--- src/hw/rtl/pal_pkg.sv ---
// Package: sizes, codes and cell control type for the positional array list.
`timescale 1ns / 1ps

package pal_pkg;

    localparam int DEPTH  = 64;
    localparam int IDX_W  = $clog2(DEPTH);
    localparam int POS_W  = 7;
    localparam int CNT_W  = 7;
    localparam int DATA_W = 32;

    typedef enum logic [2:0] {
        ACT_PUSH_FRONT = 3'd0,
        ACT_PUSH_BACK  = 3'd1,
        ACT_INSERT     = 3'd2,
        ACT_ERASE_FRONT = 3'd3,
        ACT_ERASE_BACK = 3'd4,
        ACT_ERASE      = 3'd5,
        ACT_SEARCH     = 3'd6,
        ACT_NOP        = 3'd7
    } action_t;

    typedef enum logic [1:0] {
        ST_OK    = 2'd0,
        ST_FULL  = 2'd1,
        ST_EMPTY = 2'd2,
        ST_RANGE = 2'd3
    } status_t;

    typedef enum logic [1:0] {
        OP_NONE = 2'd0,
        OP_INS  = 2'd1,
        OP_DEL  = 2'd2,
        OP_FIND = 2'd3
    } cell_op_t;

    typedef struct packed {
        cell_op_t           op;
        logic [IDX_W-1:0]   at;
        logic [DATA_W-1:0]  value;
        logic [CNT_W-1:0]   count;
    } cell_ctrl_t;

endpackage

--- src/hw/rtl/pal_cell.sv ---
// One list slot: shifts with its neighbors on insert/erase, compares on search.
`timescale 1ns / 1ps

module pal_cell import pal_pkg::*; (
    input  logic              aclk,
    input  logic [IDX_W-1:0]  cell_idx,
    input  cell_ctrl_t        ctrl,
    input  logic [DATA_W-1:0] left_data,
    input  logic [DATA_W-1:0] right_data,
    output logic [DATA_W-1:0] data,
    output logic              match
);

    logic [DATA_W-1:0] data_reg, data_next;
    logic              match_reg, match_next;
    logic              in_list;

    assign in_list = {1'b0, cell_idx} < CNT_W'(ctrl.count);

    always_comb begin
        data_next  = data_reg;
        match_next = match_reg;
        case (ctrl.op)
            OP_INS: begin
                if (cell_idx > ctrl.at) begin
                    data_next = left_data;
                end else if (cell_idx == ctrl.at) begin
                    data_next = ctrl.value;
                end
            end
            OP_DEL: begin
                if (cell_idx >= ctrl.at) begin
                    data_next = right_data;
                end
            end
            OP_FIND: begin
                match_next = in_list && (data_reg == ctrl.value);
            end
            default: begin
            end
        endcase
    end

    always_ff @(posedge aclk) begin
        data_reg  <= data_next;
        match_reg <= match_next;
    end

    assign data  = data_reg;
    assign match = match_reg;

endmodule

--- config.mk ---
export PLATFORM = sky130hd
export DESIGN_NAME = pal_cell
export DESIGN_NICKNAME = d
export VERILOG_FILES = /design/src/hw/rtl/pal_pkg.sv /design/src/hw/rtl/pal_cell.sv
export SDC_FILE = /design/constraint.sdc
export NUM_CORES = 1
export LEC_CHECK = 0
export ABC_AREA = 1
export BUFFER_PORTS_ARGS = -buffer_cell sky130_fd_sc_hd__clkbuf_2
export CORE_ASPECT_RATIO = 1.4
export CORE_UTILIZATION = 42
export DETAILED_ROUTE_END_ITERATION = 8
export GPL_ROUTABILITY_DRIVEN = 0
export PLACE_DENSITY = 0.79
export SLEW_MARGIN = 5
export SYNTH_ARGS = -nofsm -noshare
export SYNTH_HDL_FRONTEND = slang
export SYNTH_SLANG_ARGS = --single-unit
--- constraint.sdc ---
create_clock -name aclk -period 2 [get_ports aclk]
set_input_delay 0.1 -clock aclk [delete_from_list [all_inputs] [get_ports aclk]]
set_output_delay 0.1 -clock aclk [all_outputs]
set_load 0.02 [all_outputs]
==> metrics.txt, run 1 <==
status=complete, no violations; CTS sink count=33; cell area after synthesis=2910 µm²; TritonRoute pass-1 iters=4; die height=100 µm; Max Fclk=0.697 GHz; crit end category=flip-flop; port bufs=150; hold buffer count at cts=0; Syn-to-layout area delta=32.8%; power per cell area=590 nW/µm²; synth top area cells=edfxtp_1 (34%), nand2_1 (25%), inv_1 (14%); Routed WL=8120 µm; Worst VDD drop=0.000370 V; Inserted Diodes=0; Synth cell types=19; total design power=2280 µW; syn_area_per_cell=6.20 µm²; EDFF count, synth=33; Slew Limit Fails=0; Cells after DPL=704; initial antenna violation count=0; total gr overflow=0; syn nets=598; htree depth=2; core area=6660 µm²; first-pass GRT wire length=12900 µm; unrepaired setup endpoints after global routing=false; Nets=748; Synth Instances=469; DR vias/cell=4.58; boundary pin count=151; max FFs per register=32; CTS buffer count=5; top cells by count, synth=nand2_1 (191), inv_1 (109), nand3_1 (67); crit path max-delay cell type=ha_1; post-synth top area cell=edfxtp_1; 1st-iter DRT viols=166; Detailed Place HPWL=6480 µm; crit-path max cell delay=320 ps; Post-CTS Setup Bufs=0; Pleak=0.00242 µW; Synth Flop Type=edfxtp_1; final period utilization=0.717; Reg2Reg Depth=6; vias in the first global route=2938; kind of critical path=in2reg; antenna viol nets, final=0; slew at the pin closest to its max-slew limit=380 ps; YS warnings=0; Synth Register Bits=33; WHS Path Cells=3; full die area=7270 µm²; insertion delay to the later sink of the worst-skew pair=290 ps; post-synthesis sequential area ratio=0.341; worst path cell trace=clkbuf_2 -> ha_1 -> a21oi_1 -> nand3_2 -> nand2_4 -> nand2_1 -> nand3_1 -> nand2_1; post-route minimum period=1430 ps; Initial Utilization=0.437; non-filler cells, final=712; clock root cell=clkbuf_8; gr usage total=0.228; share of cells above drive strength 1=0.279; Rows=35; CTS tree=built; die width=72.3 µm; DRC Markers=0; Synth top area share=0.341; Clock transition at path regs=80 ps; CP arrival=1470 ps; # Max-Cap Violations=0; Worst Path Required=2040 ps; final hold vios=0; crit-path most repeated cell=nand2_1; per-cell routed wire length=11.4 µm; CTS resizes=0; setup violators final=0; largest net degree at the start of global routing=33; setup TNS=0 ps; smallest hold slack=78.3 ps; HP Class=in2reg; Worst Skew=9.27 ps; Relative slew margins=0.747; most frequent cell after synthesis=nand2_1; Bufs on Longest Clock Path=2; crit path launch type=input port; via count=3260; worst-path maximum fanout=32; Post-synth ARST share=0
[cells in the final DEF (no fill, tap or decap)]
cell type / count
nand2_1: 191
o21ai_0: 7
clkbuf_8: 5
nor2_1: 21
nand2_4: 1
clkinv_2: 2
edfxtp_1: 33
nand3_2: 2
ha_1: 11
nand2_2: 2
inv_1: 108
nand4_1: 3
buf_4: 6
xnor2_1: 3
a21oi_1: 2
buf_12: 2
xor2_1: 1
nor2_4: 1
clkbuf_2: 150
nand3_1: 67
clkinvlp_4: 2
[cells by family (layout without fill, tap and decap cells)]
logic type	count (synthesis)	count (layout)	synth area share
AND/OR/NAND/NOR	288	288	0.414
XOR/XNOR	4	4	0.0120
buffers and inverters	124	275	0.170
flip-flops	33	33	0.341
AO/OA/AOI/OAI	9	9	0.0155
adder cells (fa/ha/maj)	11	11	0.0473
[per-layer routing]
layer | up-vias | part of all wire | track usage
li1 | 1713 | - | -
met1 | 1429 | 0.40 | 0.262
met2 | 112 | 0.54 | 0.436
met3 | 6 | 0.051 | 0.0240
met4 | 0 | 0.0092 | 0.0603
met5 | - | 0 | 0
[metrics by stage]
step,util,cell area [µm²],setup slack (ps)
floorplan,-,2920,38.6
global placement,0.567,3780,302
detailed placement,0.567,3780,250
CTS,0.580,3860,556
global route,0.580,3860,423
finish,0.580,3860,566
[cell type report]
type | instances | area [µm²]
clock buffers | 5 | 68.8
clock inverters | 3 | 17.5
fillers | 682 | 2790
inverters | 109 | 413
multi-input cells | 312 | 1420
flip-flops and latches | 33 | 991
well taps | 92 | 115
repair buffers | 158 | 836
[power by group]
part	switching, µW	internal [µW]
Sequential	62.4	879
Clock	269	240
Combinational	505	324
[critical path: cells and delay by family]
kind / cells / cell delay (ps)
buffers and inverters: 1 / 100
AND/OR/NAND/NOR: 5 / 690
adder cells (fa/ha/maj): 1 / 320
AO/OA/AOI/OAI: 1 / 240
[path summary, 6_finish.rpt]
path | startpoint | end | slack, ps
worst max-delay path | cell_idx[5] | data[23] | 570
worst min-delay path | right_data[5] | data[5] | 80
worst max register to register | data[5] | match | 710
worst min register to register | data[31] | match | 810
(Power assumes the default switching activity.)
==> run 2: changes to the inputs <==
Clock period 2 ns to 1.2 ns, I/O delays scaled along.
==> run 2 against run 1 <==
Compared with the run above: power is 76% higher; worst setup slack lost 640 ps; routed wire length is 9.6% higher; count of clock-buffer cells in the layout unchanged; register-to-register slack got worse by 720 ps; clock skew decreased by 5.2 ps; combinational power increased by 100%; the flow now finishes with violations (negative setup slack); core utilization grew 6.2 points; non-clock buffer count grew 17; flip-flop and latch count is the same; critical path type unchanged; clock power up 52%; first-iteration DRC count down 20%.
==> metrics.txt, run 2 (synthesis results as in run 1) <==
final period utilization=1.06; slew at the pin closest to its max-slew limit=362 ps; area of the multi-input gates=1560 µm²; Pleak=0.00256 µW; smallest hold slack=51.5 ps; crit path max-delay cell type=ha_4; kind of critical path=in2reg; Worst Skew=4.11 ps; HP Class=in2reg; setup violators final=39; vias in the first global route=3196; Routed WL=8900 µm; Max Fclk=0.784 GHz; DR vias/cell=4.63; Syn-to-layout area delta=46.9%; CTS tree=built; htree depth=2; TritonRoute pass-1 iters=4; most frequent cells in the layout=nand2_1 (188), clkbuf_2 (141), inv_1 (103); crit end category=flip-flop; first-pass GRT wire length=13500 µm; storage element area=991 µm²; Worst VDD drop=0.000471 V; CTS buffer count=5; via count=3363; gr usage total=0.238; per-cell routed wire length=12.2 µm; die height=100 µm; post-route minimum period=1270 ps; power per cell area=938 nW/µm²; hold buffer count at cts=0; failing checks=negative setup slack; Rows=35; setup ws final=-74.9 ps; DP Worst Slack=-394 ps; Nets=765; Inserted Diodes=0; die width=72.3 µm; port bufs=150; largest net degree at the start of global routing=33; Slew Limit Fails=0; status=finished with violations; Initial Utilization=0.437; crit path launch type=input port; Clock transition at path regs=70 ps; total gr overflow=0; final hold vios=0; Bufs on Longest Clock Path=2; unrepaired setup endpoints after global routing=true; antenna viol nets, final=0; 1st-iter DRT viols=132; full die area=7270 µm²; Worst Path Required=1200 ps; worst-path maximum fanout=13; core area=6660 µm²; share of cells above drive strength 1=0.329; worst path cell trace=buf_4 -> ha_4 -> nand2_4 -> nor2_4 -> nand3_4 -> nand4_1 -> o21ai_2 -> clkinvlp_4 -> clkbuf_16; boundary pin count=151; clock root cell=clkbuf_8; initial antenna violation count=0; insertion delay to the later sink of the worst-skew pair=280 ps; most common cell after layout, fill and taps aside=nand2_1; DRC Markers=0; # Max-Cap Violations=0; # fillers=616; Detailed Place HPWL=6880 µm; CP arrival=1270 ps; Relative slew margins=0.759; crit-path max cell delay=270 ps; CTS sink count=33; max FFs per register=32
## run 2: final timing paths
kind	start	endpoint	cells past startpoint	slack, ps
max reg2reg	data[4]	match	7	-10
min	right_data[15]	data[15]	3	50
min reg2reg	data[0]	match	5	830
max	cell_idx[4]	data[10]	9	-70
## run 2: layout make-up
class                           instances  share of cell area
Clock inverter                          1             0.00117
Multi-Input combinational cell        312               0.364
Timing Repair Buffer                  175               0.258
Inverter                              109               0.101
Tap cell                               92              0.0269
Sequential cell                        33               0.232
Clock buffer                            5              0.0161
## run 2: layer usage
layer | vias to the layer above | global-route usage | wire, µm
met1 | 1484 | 0.268 | 3420
met3 | 22 | 0.0250 | 423
li1 | 1745 | - | -
met4 | 0 | 0.113 | 315
met2 | 112 | 0.441 | 4740
met5 | - | 0 | 0
## run 2: timing repair
action,CTS,global route
pin swaps,4,5
endpoints found under the setup margin,65,65
resized for setup,14,26
cloned,0,3
setup buffers,1,2
## run 2: power breakdown
part,internal (µW),switching (µW)
Clock,381,392
Combinational,726,944
Sequential,1470,99.7
## run 2: critical path: cells and delay by family
kind | cells | cell delay [ps]
buffers and inverters | 3 | 490
AO/OA/AOI/OAI | 1 | 80
adder cells (fa/ha/maj) | 1 | 270
AND/OR/NAND/NOR | 4 | 370
## run 2: metrics by stage
step                      utilization  power [µW]  TNS, ps  cells  cell area (µm²)
after floorplan                     -        2520   -18470    469             3050
after global placement          0.598        3080   -21720    715             3980
after detailed placement        0.598        3110   -23890    715             3980
after CTS                       0.619        3940     -702    722             4120
after global routing            0.642        4250    -4880    727             4270
final                           0.642        4010    -1650    727             4270
==> run 3: changes to the inputs <==
Settings changed: HOLD_SLACK_MARGIN set to 0.15.
==> run 3 against run 2 <==
Compared with the run above: the flow still finishes with violations (negative setup slack); combinational power grew 6%; count of clock-buffer cells in the layout unchanged; power grew 2.4%; clock skew decreased by 1.0 ps; final cell count up 4.7%; core utilization up 4.9 points; worst hold slack better by 120 ps; register-to-register slack got worse by 40 ps; routed wire length rose by 9.3%; critical path type unchanged; highest routed layer unchanged.
==> metrics.txt, run 3 (synthesis results as in run 1) <==
crit-path max cell delay=270 ps; largest net degree at the start of global routing=33; 1st-iter DRT viols=184; Relative slew margins=0.754; vias in the first global route=3369; gr usage total=0.259; design area=4600 µm²; Buf+Inv Stages, Crit Path=3; Inserted Diodes=0; DP Worst Slack=-394 ps; full die area=7270 µm²; DR vias/cell=4.68; crit end category=flip-flop; CTS tree=built; die width=72.3 µm; crit path launch type=input port; HP Class=in2reg; TritonRoute pass-1 iters=5; crit path max-delay cell type=ha_4; per-cell routed wire length=12.8 µm; non-filler cells, final=761; power per cell area=893 nW/µm²; Worst Path Required=1200 ps; boundary pin count=151; Routed WL=9720 µm; kind of critical path=in2reg; Slew Limit Fails=0; total gr overflow=0; clock root cell=clkbuf_8; Worst VDD drop=0.000470 V; worst-path maximum fanout=13; worst path cell trace=buf_4 -> ha_4 -> nand2_4 -> nor2_4 -> nand3_4 -> nand4_1 -> o21ai_2 -> clkinvlp_4 -> clkbuf_16; fin util=0.691; most common cell after layout, fill and taps aside=nand2_1; slew at the pin closest to its max-slew limit=369 ps; antenna viol nets, final=0; insertion delay to the later sink of the worst-skew pair=280 ps; Nets=799; Pleak=0.00270 µW; max FFs per register=32; setup violators final=35; port bufs=150; Bufs on Longest Clock Path=2; Worst Skew=3.09 ps; core area=6660 µm²; Initial Utilization=0.437; Rows=35; placed inst area=3980 µm²; Max Fclk=0.794 GHz; via count=3558; setup ws final=-60.2 ps; Cells after DPL=715; CP arrival=1260 ps; Detailed Place HPWL=6880 µm; most frequent cells in the layout=nand2_1 (188), clkbuf_2 (142), inv_1 (103); first-pass GRT wire length=14600 µm; Crit path max-delay family=buffers and inverters; setup TNS=-1320 ps; CTS sink count=33; share of cells above drive strength 1=0.308; post-route minimum period=1260 ps; status=finished with violations; Clock transition at path regs=60 ps; CTS buffer count=5; final period utilization=1.05; failing checks=negative setup slack; die height=100 µm; DRC Markers=0; unrepaired setup endpoints after global routing=true; # Max-Cap Violations=0; final hold vios=0; Syn-to-layout area delta=58.1%; initial antenna violation count=0; htree depth=2
-- run 3: final cells by class --
| cell class | instances | area, µm² |
|---|---|---|
| multi-input cells | 312 | 1550 |
| well taps | 92 | 115 |
| flip-flops and latches | 33 | 991 |
| inverters | 109 | 433 |
| clock buffers | 5 | 68.8 |
| repair buffers | 209 | 1440 |
| clock inverters | 1 | 5.00 |
| fillers | 552 | 2060 |
-- run 3: power by group --
part,switching (µW),internal [µW]
clock,388,381
combinational,971,795
sequential,104,1470
total,1460,2640
-- run 3: worst register-to-register path, cell delays in order (launching register included) --
cell and delay [ps]:
edfxtp_1 450, xnor2_2 230, nand2_1 120, nor2_2 120
nand4_1 100, nor2_1 100
-- run 3: through the flow --
stage                     hold WS [ps]  power [µW]
final                              172        4110
after CTS                          167        4030
after floorplan                    246        2520
after detailed placement           335        3110
after global routing               193        4350
after global placement             333        3080
-- run 3: path summary, 6_finish.rpt --
kind	from	slack (ps)	to	cells past startpoint
setup reg to reg	data[8]	-50	match	5
setup / recovery	cell_idx[4]	-60	data[25]	9
hold / removal	left_data[9]	170	data[9]	5
hold reg to reg	data[0]	840	match	5
-- run 3: layer usage --
| metal | global-route usage | vias up | wire (µm) |
|---|---|---|---|
| li1 | - | 1815 | - |
| met1 | 0.291 | 1565 | 3720 |
| met2 | 0.483 | 153 | 5170 |
| met3 | 0.0230 | 25 | 510 |
| met4 | 0.121 | 0 | 322 |
| met5 | 0 | - | 0 |
-- run 3: timing repair --
item | CTS | global route
hold buffers | 34 | 0
setup buffers | 1 | 2
cloned | 0 | 3
hold endpoints to repair | 33 | 0
pin swaps | 4 | 4
resized for setup | 14 | 19
setup endpoints to repair | 65 | 65
