<file path="src/hw/rtl/pal_pkg.sv">
// Package: sizes, codes and cell control type for the positional array list.
`timescale 1ns / 1ps

package pal_pkg;

    localparam int DEPTH  = 64;
    localparam int IDX_W  = $clog2(DEPTH);
    localparam int POS_W  = 7;
    localparam int CNT_W  = 7;
    localparam int DATA_W = 32;

    typedef enum logic [2:0] {
        ACT_PUSH_FRONT = 3'd0,
        ACT_PUSH_BACK  = 3'd1,
        ACT_INSERT     = 3'd2,
        ACT_ERASE_FRONT = 3'd3,
        ACT_ERASE_BACK = 3'd4,
        ACT_ERASE      = 3'd5,
        ACT_SEARCH     = 3'd6,
        ACT_NOP        = 3'd7
    } action_t;

    typedef enum logic [1:0] {
        ST_OK    = 2'd0,
        ST_FULL  = 2'd1,
        ST_EMPTY = 2'd2,
        ST_RANGE = 2'd3
    } status_t;

    typedef enum logic [1:0] {
        OP_NONE = 2'd0,
        OP_INS  = 2'd1,
        OP_DEL  = 2'd2,
        OP_FIND = 2'd3
    } cell_op_t;

    typedef struct packed {
        cell_op_t           op;
        logic [IDX_W-1:0]   at;
        logic [DATA_W-1:0]  value;
        logic [CNT_W-1:0]   count;
    } cell_ctrl_t;

endpackage

</file>
<file path="src/hw/rtl/pal_prio.sv">
// Priority encoder: 1-based position of the highest set match bit, 0 if none.
`timescale 1ns / 1ps

module pal_prio import pal_pkg::*; (
    input  logic [DEPTH-1:0] match,
    output logic [CNT_W-1:0] found
);

    always_comb begin
        found = '0;
        for (int i = 0; i < DEPTH; i++) begin
            if (match[i]) begin
                found = CNT_W'(i + 1);
            end
        end
    end

endmodule

</file>
<file path="config.mk">
export PLATFORM = sky130hd
export DESIGN_NAME = pal_prio
export DESIGN_NICKNAME = d
export VERILOG_FILES = /design/src/hw/rtl/pal_pkg.sv /design/src/hw/rtl/pal_prio.sv
export SDC_FILE = /design/constraint.sdc
export NUM_CORES = 1
export LEC_CHECK = 0
export BUFFER_PORTS_ARGS = -buffer_cell sky130_fd_sc_hd__buf_2
export CAP_MARGIN = 20
export CORE_MARGIN = 5
export CORE_UTILIZATION = 40
export DETAILED_ROUTE_END_ITERATION = 7
export PLACE_DENSITY = 0.84
export SLEW_MARGIN = 20
export SYNTH_ARGS = -nofsm -noshare
export SYNTH_HDL_FRONTEND = slang
export SYNTH_SLANG_ARGS = --single-unit
</file>
<file path="constraint.sdc">
create_clock -name vclk -period 1.35
set_input_delay 0.0675 -clock vclk [all_inputs]
set_output_delay 0.0675 -clock vclk [all_outputs]
set_load 0.05 [all_outputs]
</file>
==> impl_metrics.json, run 1 <==
{
  "run_status": "did not finish",
  "failed_stage": "global routing (5_1_grt)",
  "stop_error": "[ERROR GRT-0232] Routing congestion too high. Check the congestion heatmap in the GUI.",
  "post_synth.cell_area_avg_um2": 5.736,
  "core.rowCount": 16,
  "yosysWarningCount": 0,
  "global_route.usage.total_pct": 62.68,
  "cts_hold_buf": 0,
  "global_route_congestion_overflow_total": 8,
  "dpl_worst_slack_ns": -0.3170,
  "die-width_um": 55.13,
  "worst_path_end_type": "top-level output",
  "syn_nets": 206,
  "synth-seq-area-share_pct": 0,
  "syn_area_um2": 814.5,
  "initial_core_util_pct": 41.95,
  "globalplace.congestion": 0.9098,
  "maximum_number_of_pins_on_one_net_before_global_route_repair": 9,
  "post-dp-hpwl_um": 3260,
  "ioPinCount": 71,
  "grt-worst-endpoint": "found[3]",
  "die_height_um": 55.13,
  "dpl.cell_count": 284,
  "netlist-cell-type-count": 37,
  "post_synth_inst_count": 142,
  "port_buffers": 71
}
[cells in the mapped netlist, drive strengths merged, types with 2 or more instances]
cell | count | share of area [%]
o2111ai | 3 | 4.0
o211ai | 5 | 4.6
a221o | 2 | 2.5
nand2b | 4 | 3.1
nor4 | 10 | 8.4
and3 | 2 | 1.5
o311ai | 2 | 2.2
nor4b | 2 | 2.2
o21bai | 4 | 3.7
o21ai | 6 | 3.7
nor2 | 31 | 15
o31ai | 3 | 2.8
a21oi | 14 | 8.6
o31a | 3 | 3.2
inv | 9 | 4.1
or3 | 4 | 3.1
or4 | 5 | 5.1
nor3 | 8 | 4.9
nor2b | 4 | 3.1
nand2 | 10 | 4.6
[per-stage QoR]
stage | instance area, um2 | hold slack [ns] | TNS [ns]
after CTS | 1725 | 0.5716 | -0.5643
after detailed placement | 1569 | 0.6158 | -1.289
after global placement | 1569 | 0.6195 | -1.108
after floorplan | 849.6 | 0.1871 | -0.1204
[per-layer routing]
layer	GRT usage, %	GRT overflow
met1	57.62	0
met2	85.63	6
met3	46.92	0
met4	61.13	2
met5	16.67	0
[kinds of logic after synthesis]
family	after synthesis	synth area share, %
compound gates	50	43.01
buf+inv	10	5.069
simple gates	82	51.92
[what timing repair did]
action,CTS
setup buffers,3
cloned,0
gates resized for setup,29
pin swaps,13
setup endpoints to repair,6
==> run 2: changes to the inputs <==
--- a/config.mk
+++ b/config.mk
@@ -7,10 +7,10 @@
 export LEC_CHECK = 0
 export BUFFER_PORTS_ARGS = -buffer_cell sky130_fd_sc_hd__buf_2
 export CAP_MARGIN = 20
-export CORE_MARGIN = 5
-export CORE_UTILIZATION = 40
+export CORE_AREA = 5 5 66 68
 export DETAILED_ROUTE_END_ITERATION = 7
-export PLACE_DENSITY = 0.84
+export DIE_AREA = 0 0 71 73
+export PLACE_DENSITY_LB_ADDON = 0.15
 export SLEW_MARGIN = 20
 export SYNTH_ARGS = -nofsm -noshare
 export SYNTH_HDL_FRONTEND = slang
==> run 2 against run 1 <==
Area after synthesis unchanged. The flow now finishes, with violations (setup timing). Synthesized cell count unchanged.
==> impl_metrics.json, run 2 <==
{
  "netlist-cell-type-count": 37,
  "maximum_number_of_pins_on_one_net_before_global_route_repair": 9,
  "dpl.cell_count": 307,
  "worst_path_max_delay_cell": "or4_4",
  "synth_top_family_by_area": "simple AND/OR/NAND/NOR gates",
  "instances_no_fill": 309,
  "setup.worst_path.class": "input port to output port",
  "grt_antenna_before_repair": 0,
  "ioPinCount": 71,
  "achievable-frequency_mhz": 647.7,
  "core.rowCount": 23,
  "setup_slack_ns": -0.1938,
  "antenna_cells_inserted": 0,
  "run_status": "complete, but fails checks",
  "synth_fa_ha_area_share_pct": 0,
  "design.final.nets": 325,
  "final_layout_size_suffix_gt1_share_pct": 56.76,
  "ir_worst_vdd_uv": 115.7,
  "timing_worst_slew_pin_value_ns": 0.4427,
  "worst_path_dominant_cell_family": "compound AO/OA/AOI/OAI gates",
  "totalWireLength_um": 3693,
  "synth_xor_area_share_pct": 0,
  "powerDensity_nw_per_um2": 269.7,
  "syn_area_um2": 814.5,
  "hold_start": "match[63]",
  "initial_core_util_pct": 21.44,
  "cp_data_required_time_ns": 1.28,
  "rsz0062_at_grt": "true",
  "multiInputGateArea_um2": 928.4,
  "nClkBuffers": 0,
  "most_frequent_cells_in_the_layout": "buf_2, buf_4, nor2_1, a21oi_1, buf_6",
  "die_height_um": 73,
  "failed_checks": "setup timing",
  "die-width_um": 71,
  "worst-path-buf-inv": 2,
  "final-max-slew-violation-count": 0,
  "globalplace.congestion": 0.8297,
  "critPathLaunchType": "input port",
  "synthMuxAreaShare_pct": 0,
  "share_of_the_cycle_needed_by_the_critical_path_after_routing_pct": 114.4,
  "hold_violations": 0,
  "layout.cells.most_common": "buf_2",
  "max-slew-margin-rel_pct": 69.72,
  "area.growth.synth_to_final_pct": 125.0,
  "synth_simple_gate_area_share_pct": 51.92,
  "post_synth.cell_area_avg_um2": 5.736,
  "grt_pass1_vias": 1471,
  "dr.pass1.iters": 4,
  "netlist_top_cells_area": "nor2_1, a21oi_1, nor4_1",
  "post-route-drc-count": 0,
  "via_per_inst": 4.786,
  "detail-route-antenna-nets": 0,
  "max_cap_violations": 0,
  "port_buffers": 71,
  "timing.setup.tns_ns": -0.4729,
  "overall_via_count_from_detail_route": 1479,
  "global_route.usage.total_pct": 13.32,
  "leakage_dissipation_nw": 0.8060,
  "post-dp-hpwl_um": 3212,
  "synth-seq-area-share_pct": 0,
  "fp.dieArea_um2": 5183,
  "min_period_ns": 1.544,
  "synth_largest_area_cell": "nor2_1",
  "global_route_congestion_overflow_total": 0,
  "hold_path.class": "input port to output port",
  "worst_hold_path.endpoint": "found[4]",
  "synthesized_area_fraction_occupied_by_ao_oa_aoi_and_oai_cells_pct": 43.01,
  "synth_common_cells": "nor2_1, a21oi_1, nand2_1",
  "syn_nets": 206,
  "wire_per_inst_um": 11.95,
  "worst_ep_arrival_time_ns": 1.48,
  "yosysWarningCount": 0,
  "cts_hold_buf": 0,
  "final-seq-area_um2": 0,
  "worstPathMaxFanout": 2,
  "core_um2": 3799,
  "dpl_worst_slack_ns": -0.3458,
  "yosys.cell_count.top_type": "nor2_1",
  "first_drt_iteration_drcs": 37,
  "netlist.area_leader.share_pct": 13.82,
  "cp-end-kind": "output port",
  "fin_area_um2": 1833,
  "nFlopsAndLatches": 0,
  "min_path_cells": 4,
  "post_synth_inst_count": 142,
  "cp_slowest_stage_delay_ns": 0.53,
  "report.final.setup_viol": 4,
  "detailed_place.area_um2": 1598,
  "wire_length_of_the_first_global_routing_pass_um": 5968,
  "fillers": 415,
  "worstPathCellList": "buf_6 -> or4_4 -> o2111ai_2 -> a21oi_1 -> o2111ai_1 -> a21o_2 -> buf_8"
}
[run 2: cells by family (layout without fill, tap and decap cells)]
logic type             count (synthesis)  after routing
AOI/OAI and AO/OA                     50             50
buffers and inverters                 10            127
and+or+nand+nor                       82             82
[run 2: report_power, final]
group          internal, mW  switching (mW)
Sequential                0               0
Clock                     0               0
Combinational         0.252           0.242
[run 2: final cells by class]
class	instances	area share, %
Inverter	9	1.843
Multi-Input combinational cell	132	50.65
Tap cell	50	3.413
Timing Repair Buffer	118	44.10
[run 2: worst max path at each step]
stage | slack [ns] | to | start | cells past startpoint
floorplan | -0.11 | found[0] | match[15] | 5
global placement | -0.34 | found[4] | match[35] | 7
detailed placement | -0.35 | found[4] | match[35] | 7
CTS | -0.21 | found[2] | match[8] | 7
global route | -0.25 | found[2] | match[8] | 7
finish | -0.19 | found[2] | match[8] | 7
[run 2: through the flow]
stage          hold WS, ns  utilization (%)  total power, mW
4_1_cts             0.5895            45.55           0.4696
5_1_grt             0.6140            48.25           0.5404
3_5_place_dp        0.6243            42.06           0.4276
2_1_floorplan       0.1871                -           0.1590
3_3_place_gp        0.6212            42.06           0.4274
6_report            0.5843            48.25           0.4944
[run 2: layer usage]
metal  share of wire, %  vias up  wire [um]  global-route usage [%]
met5                  0        -          0                       0
met4                  0        0          0                       0
met3                7.0        0        259                   1.515
met2                 49       45       1809                   24.92
met1                 44      644       1625                   17.40
li1                   -      790          -                       -
[run 2: timing repair]
action                     in CTS  in global routing
setup endpoints to repair       6                  6
gates resized for setup        30                 20
setup buffers                   0                  2
pin swaps                       9                  6
[run 2: worst min-delay path: stages]
cell     delay [ns]
buf_2          0.09
buf_4          0.17
a21oi_4        0.04
buf_6          0.14
Note: power is estimated with default switching activity, not from simulation.
==> run 3: changes to the inputs <==
--- a/config.mk
+++ b/config.mk
@@ -7,9 +7,9 @@
 export LEC_CHECK = 0
 export BUFFER_PORTS_ARGS = -buffer_cell sky130_fd_sc_hd__buf_2
 export CAP_MARGIN = 20
-export CORE_AREA = 5 5 66 68
+export CORE_AREA = 3 3 64 66
 export DETAILED_ROUTE_END_ITERATION = 7
-export DIE_AREA = 0 0 71 73
+export DIE_AREA = 0 0 67 69
 export PLACE_DENSITY_LB_ADDON = 0.15
 export SLEW_MARGIN = 20
 export SYNTH_ARGS = -nofsm -noshare
==> run 3 against run 2 <==
The flow still finishes with violations (setup timing). Sequential cell count stayed put. Cell area is 2.3% higher. Sequential share of layout area stayed put.
==> impl_metrics.json, run 3 (same netlist as run 2, synthesis figures left out) <==
{
  "core_um2": 3633,
  "cts_hold_buf": 0,
  "run_status": "complete, but fails checks",
  "design.final.nets": 327,
  "max-slew-margin-rel_pct": 75.74,
  "dr.pass1.iters": 5,
  "groute.layer.met1.usage_pct": 18.46,
  "cp_dominant_cell_by_count": "o2111ai_2",
  "p_sw_share_pct": 49.45,
  "p_sw_mw": 0.2486,
  "critical_path.startpoint": "match[8]",
  "fp.dieArea_um2": 4623,
  "overall_via_count_from_detail_route": 1491,
  "grt-busiest-layer": "met2",
  "hold_path.class": "input port to output port",
  "global_route.usage.total_pct": 14.07,
  "totalWireLength_um": 3693,
  "maximum_number_of_pins_on_one_net_before_global_route_repair": 9,
  "grt_antenna_before_repair": 0,
  "hold_violations": 0,
  "final-seq-area_um2": 0,
  "final_layout_size_suffix_gt1_share_pct": 59.00,
  "total_chip_power_mw": 0.5027,
  "wire_length_of_the_first_global_routing_pass_um": 5526,
  "grt_pass1_vias": 1359,
  "share_of_the_cycle_needed_by_the_critical_path_after_routing_pct": 114.2,
  "core.rowCount": 22,
  "die_height_um": 69,
  "timing.setup.tns_ns": -0.5346,
  "globalplace.congestion": 0.8044,
  "sequentialPowerShare_pct": 0,
  "achievable-frequency_mhz": 648.6,
  "initial_core_util_pct": 22.42,
  "first_drt_iteration_drcs": 42,
  "powerDensity_nw_per_um2": 268.2,
  "failed_checks": "setup timing",
  "cp_data_required_time_ns": 1.28,
  "ir_worst_vdd_uv": 146.3,
  "hold_slack_ns": 0.5830,
  "setup.worst_path.class": "input port to output port",
  "clock_network_fraction_of_design_power_pct": 0,
  "leakage_dissipation_nw": 0.8151,
  "dpl.cell_count": 307,
  "hold_start": "match[63]",
  "post-dp-hpwl_um": 3081,
  "via_per_inst": 4.825,
  "critPathLaunchType": "input port",
  "internal_power_mw": 0.2541,
  "min_period_ns": 1.542,
  "final-max-slew-violation-count": 0,
  "power.combinational.fraction_pct": 100.0,
  "area.growth.synth_to_final_pct": 130.1,
  "use_met2_pct": 26.09,
  "report.final.setup_viol": 4,
  "post-route-drc-count": 0,
  "instances_no_fill": 309,
  "worst_path_dominant_cell_family": "compound AO/OA/AOI/OAI gates",
  "max_cap_violations": 0,
  "worst_path_max_delay_cell": "or4_4",
  "global_route_congestion_overflow_total": 0,
  "cp_slowest_stage_delay_ns": 0.54,
  "timing_worst_slew_pin_value_ns": 0.3547,
  "detail-route-antenna-nets": 0,
  "grt.met3_usage_pct": 0.8143,
  "worst-path-buf-inv": 2,
  "port_buffers": 71,
  "setup_slack_ns": -0.1918,
  "cp-end-kind": "output port",
  "nClkBuffers": 0,
  "worstPathCellList": "buf_6 -> or4_4 -> o2111ai_2 -> a21oi_2 -> o2111ai_2 -> a21o_2 -> buf_8",
  "wire_per_inst_um": 11.95,
  "antenna_cells_inserted": 0,
  "layout.cells.most_common": "buf_2",
  "ioPinCount": 71,
  "worst_ep_arrival_time_ns": 1.47,
  "nFlopsAndLatches": 0,
  "rsz0062_at_grt": "true",
  "most_frequent_cells_in_the_layout": "buf_2, buf_4, nor2_1, buf_6",
  "final_core_util_pct": 51.58,
  "die-width_um": 67,
  "worstPathMaxFanout": 2
}
run 3: changes by cell type in the layout (fill, tap and decap cells not counted), sizes merged:
cell and delta:
buf +2
run 3: power by group through the flow:
stage	registers (mW)	clock network (mW)	logic, mW
floorplan	0	0	0.159
global placement	0	0	0.428
detailed placement	0	0	0.427
CTS	0	0	0.455
global route	0	0	0.545
finish	0	0	0.503
run 3: final cells by class:
cell class,count,area [um2]
inverters,9,33.78
well taps,48,60.06
fillers,382,1759
repair buffers,120,817.0
multi-input cells,132,963.4
run 3: metal layers:
metal	share of wire [%]	up-vias
li1	-	802
met1	43	639
met2	50	50
met3	6.9	0
met4	0	0
met5	0	-
run 3: worst min-delay path: stages:
cell and delay (ns):
buf_2 0.09, buf_4 0.17, a21oi_4 0.04, buf_6 0.14
run 3: through the flow:
stage               setup WS [ns]  area, um2
global placement          -0.3252       1610
finish                    -0.1918       1874
detailed placement        -0.3072       1610
floorplan                 -0.1100      849.6
global route              -0.2851       1874
CTS                       -0.2023       1702
run 3: worst paths after layout:
| kind | to | slack (ns) | cells past startpoint |
|---|---|---|---|
| max | found[2] | -0.19 | 7 |
| min | found[4] | 0.58 | 4 |
run 3: repair_timing:
action | CTS | global route
gates resized for setup | 23 | 35
setup endpoints to repair | 6 | 6
buffers inserted | 0 | 2
pin swaps | 4 | 13
==> run 4: changes to the inputs <==
--- a/config.mk
+++ b/config.mk
@@ -7,11 +7,13 @@
 export LEC_CHECK = 0
 export BUFFER_PORTS_ARGS = -buffer_cell sky130_fd_sc_hd__buf_2
 export CAP_MARGIN = 20
-export CORE_AREA = 3 3 64 66
+export CELL_PAD_IN_SITES_DETAIL_PLACEMENT = 1
+export CELL_PAD_IN_SITES_GLOBAL_PLACEMENT = 2
+export CORE_MARGIN = 3
+export CORE_UTILIZATION = 17
 export DETAILED_ROUTE_END_ITERATION = 7
-export DIE_AREA = 0 0 67 69
 export PLACE_DENSITY_LB_ADDON = 0.15
-export SLEW_MARGIN = 20
+export SLEW_MARGIN = 15
 export SYNTH_ARGS = -nofsm -noshare
 export SYNTH_HDL_FRONTEND = slang
 export SYNTH_SLANG_ARGS = --single-unit
==> run 4 against run 3 <==
The flow still finishes with violations (setup timing). Worst hold slack better by 0.013 ns. Die area increased by 22%. Cell count increased by 0.65%. Total power grew 5.3%. Global-route usage is 1.4 points higher. Combinational power increased by 5.2%.
==> impl_metrics.json, run 4 (same netlist as run 2, synthesis figures left out) <==
{
  "rsz0062_at_grt": "true",
  "power.combinational.fraction_pct": 100.0,
  "grt_antenna_before_repair": 0,
  "die-width_um": 75.22,
  "grt_pass1_vias": 1706,
  "instances_no_fill": 311,
  "nFlopsAndLatches": 0,
  "share_of_the_cycle_needed_by_the_critical_path_after_routing_pct": 114.9,
  "worst_path_max_delay_cell": "or4_4",
  "post-route-drc-count": 0,
  "antenna_cells_inserted": 0,
  "hold_path.class": "input port to output port",
  "achievable-frequency_mhz": 644.5,
  "core_um2": 4504,
  "sequentialPowerShare_pct": 0,
  "setup.worst_path.class": "input port to output port",
  "dpl.cell_count": 309,
  "first_drt_iteration_drcs": 35,
  "dr.pass1.iters": 4,
  "ir_worst_vdd_uv": 81.43,
  "worst_ep_arrival_time_ns": 1.48,
  "critPathLaunchType": "input port",
  "area.growth.synth_to_final_pct": 135.8,
  "totalWireLength_um": 4631,
  "clock_network_fraction_of_design_power_pct": 0,
  "die_height_um": 75.22,
  "ioPinCount": 71,
  "worstPathCellList": "buf_6 -> or4_4 -> o2111ai_4 -> a21oi_2 -> o2111ai_2 -> a21o_2 -> buf_8",
  "fp.dieArea_um2": 5658,
  "nClkBuffers": 0,
  "via_per_inst": 5.077,
  "detail-route-antenna-nets": 0,
  "wire_length_of_the_first_global_routing_pass_um": 7141,
  "hold_violations": 0,
  "final-max-slew-violation-count": 0,
  "final-seq-area_um2": 0,
  "most_frequent_cells_in_the_layout": "buf_2, buf_4, nor2_1, buf_6, nand2_1",
  "max-slew-margin-rel_pct": 65.77,
  "global_route_congestion_overflow_total": 0,
  "cp-end-kind": "output port",
  "final_layout_size_suffix_gt1_share_pct": 61.39,
  "port_buffers": 71,
  "core.rowCount": 24,
  "dpl_worst_slack_ns": -0.3488,
  "p_sw_mw": 0.2711,
  "timing.critical_path.to": "found[2]",
  "report.final.setup_viol": 4,
  "timing_worst_slew_pin_value_ns": 0.5006,
  "cp_data_required_time_ns": 1.28,
  "critical_path.startpoint": "match[8]",
  "worstPathMaxFanout": 2,
  "powerDensity_nw_per_um2": 275.6,
  "cts_hold_buf": 0,
  "overall_via_count_from_detail_route": 1579,
  "max_cap_violations": 0,
  "leakage_dissipation_nw": 0.8108,
  "min_period_ns": 1.552,
  "post-dp-hpwl_um": 3868,
  "p_sw_share_pct": 51.22,
  "layout.cells.most_common": "buf_2",
  "initial_core_util_pct": 18.08,
  "run_status": "complete, but fails checks",
  "failed_checks": "setup timing",
  "internal_power_mw": 0.2582,
  "globalplace.congestion": 0.7896,
  "maximum_number_of_pins_on_one_net_before_global_route_repair": 9,
  "cp_slowest_stage_delay_ns": 0.56,
  "fillers": 587,
  "design.final.nets": 325,
  "setup_slack_ns": -0.2015,
  "wire_per_inst_um": 14.89,
  "global_route.usage.total_pct": 15.46
}
-- run 4: cell count changes in the layout (fill, tap and decap cells not counted), moves of 2 or more --
cell,previous run,this run
o2111ai_4,0,2
buf_8,3,1
buf_6,11,15
nor2_2,5,8
nor4_1,6,3
nor2_1,25,22
nor4_2,1,3
buf_4,47,44
o2111ai_2,3,1
-- run 4: area by class of cell --
class | instances | area, um2 | share of cell area [%]
Inverter | 9 | 33.78 | 1.759
Multi-Input combinational cell | 132 | 1017 | 52.96
Tap cell | 52 | 65.06 | 3.388
Timing Repair Buffer | 118 | 804.5 | 41.89
-- run 4: power groups by stage --
| stage | sequential [mW] | clock (mW) | combinational, mW |
|---|---|---|---|
| 2_1_floorplan | 0 | 0 | 0.159 |
| 3_3_place_gp | 0 | 0 | 0.425 |
| 3_5_place_dp | 0 | 0 | 0.440 |
| 4_1_cts | 0 | 0 | 0.497 |
| 5_1_grt | 0 | 0 | 0.577 |
| 6_report | 0 | 0 | 0.529 |
-- run 4: routing by layer --
metal / wire, um / GRT usage, %
met5: 0 / 0
met4: 14 / 1.359
met3: 174 / 0.6676
met2: 2699 / 32.59
met1: 1742 / 17.26
-- run 4: worst max-delay path, delay by kind of cell --
| family | cells | cell delay, ns |
|---|---|---|
| buf+inv | 2 | 0.23 |
| simple gates | 1 | 0.56 |
| compound gates | 4 | 0.62 |
-- run 4: worst min path at each step --
| stage | start | end | depth (start not counted) |
|---|---|---|---|
| 2_1_floorplan | match[63] | found[4] | 1 |
| 3_3_place_gp | match[63] | found[6] | 3 |
| 3_5_place_dp | match[63] | found[6] | 3 |
| 4_1_cts | match[63] | found[4] | 4 |
| 5_1_grt | match[63] | found[4] | 4 |
| 6_report | match[63] | found[4] | 4 |
-- run 4: through the flow --
stage	hold WS (ns)	area, um2	setup TNS (ns)	utilization [%]	total power [mW]
6_report	0.5959	1921	-0.5322	42.64	0.5293
5_1_grt	0.6207	1921	-0.8722	42.64	0.5767
4_1_cts	0.5925	1792	-0.5976	39.78	0.4968
3_5_place_dp	0.6247	1600	-1.467	35.53	0.4403
3_3_place_gp	0.6207	1600	-1.314	35.53	0.4253
2_1_floorplan	0.1871	849.6	-0.1204	-	0.1590
-- run 4: timing repair --
item	4_1_cts	5_1_grt
pin swaps	19	11
setup buffers	1	1
gates resized for setup	41	24
endpoints found under the setup margin	6	6
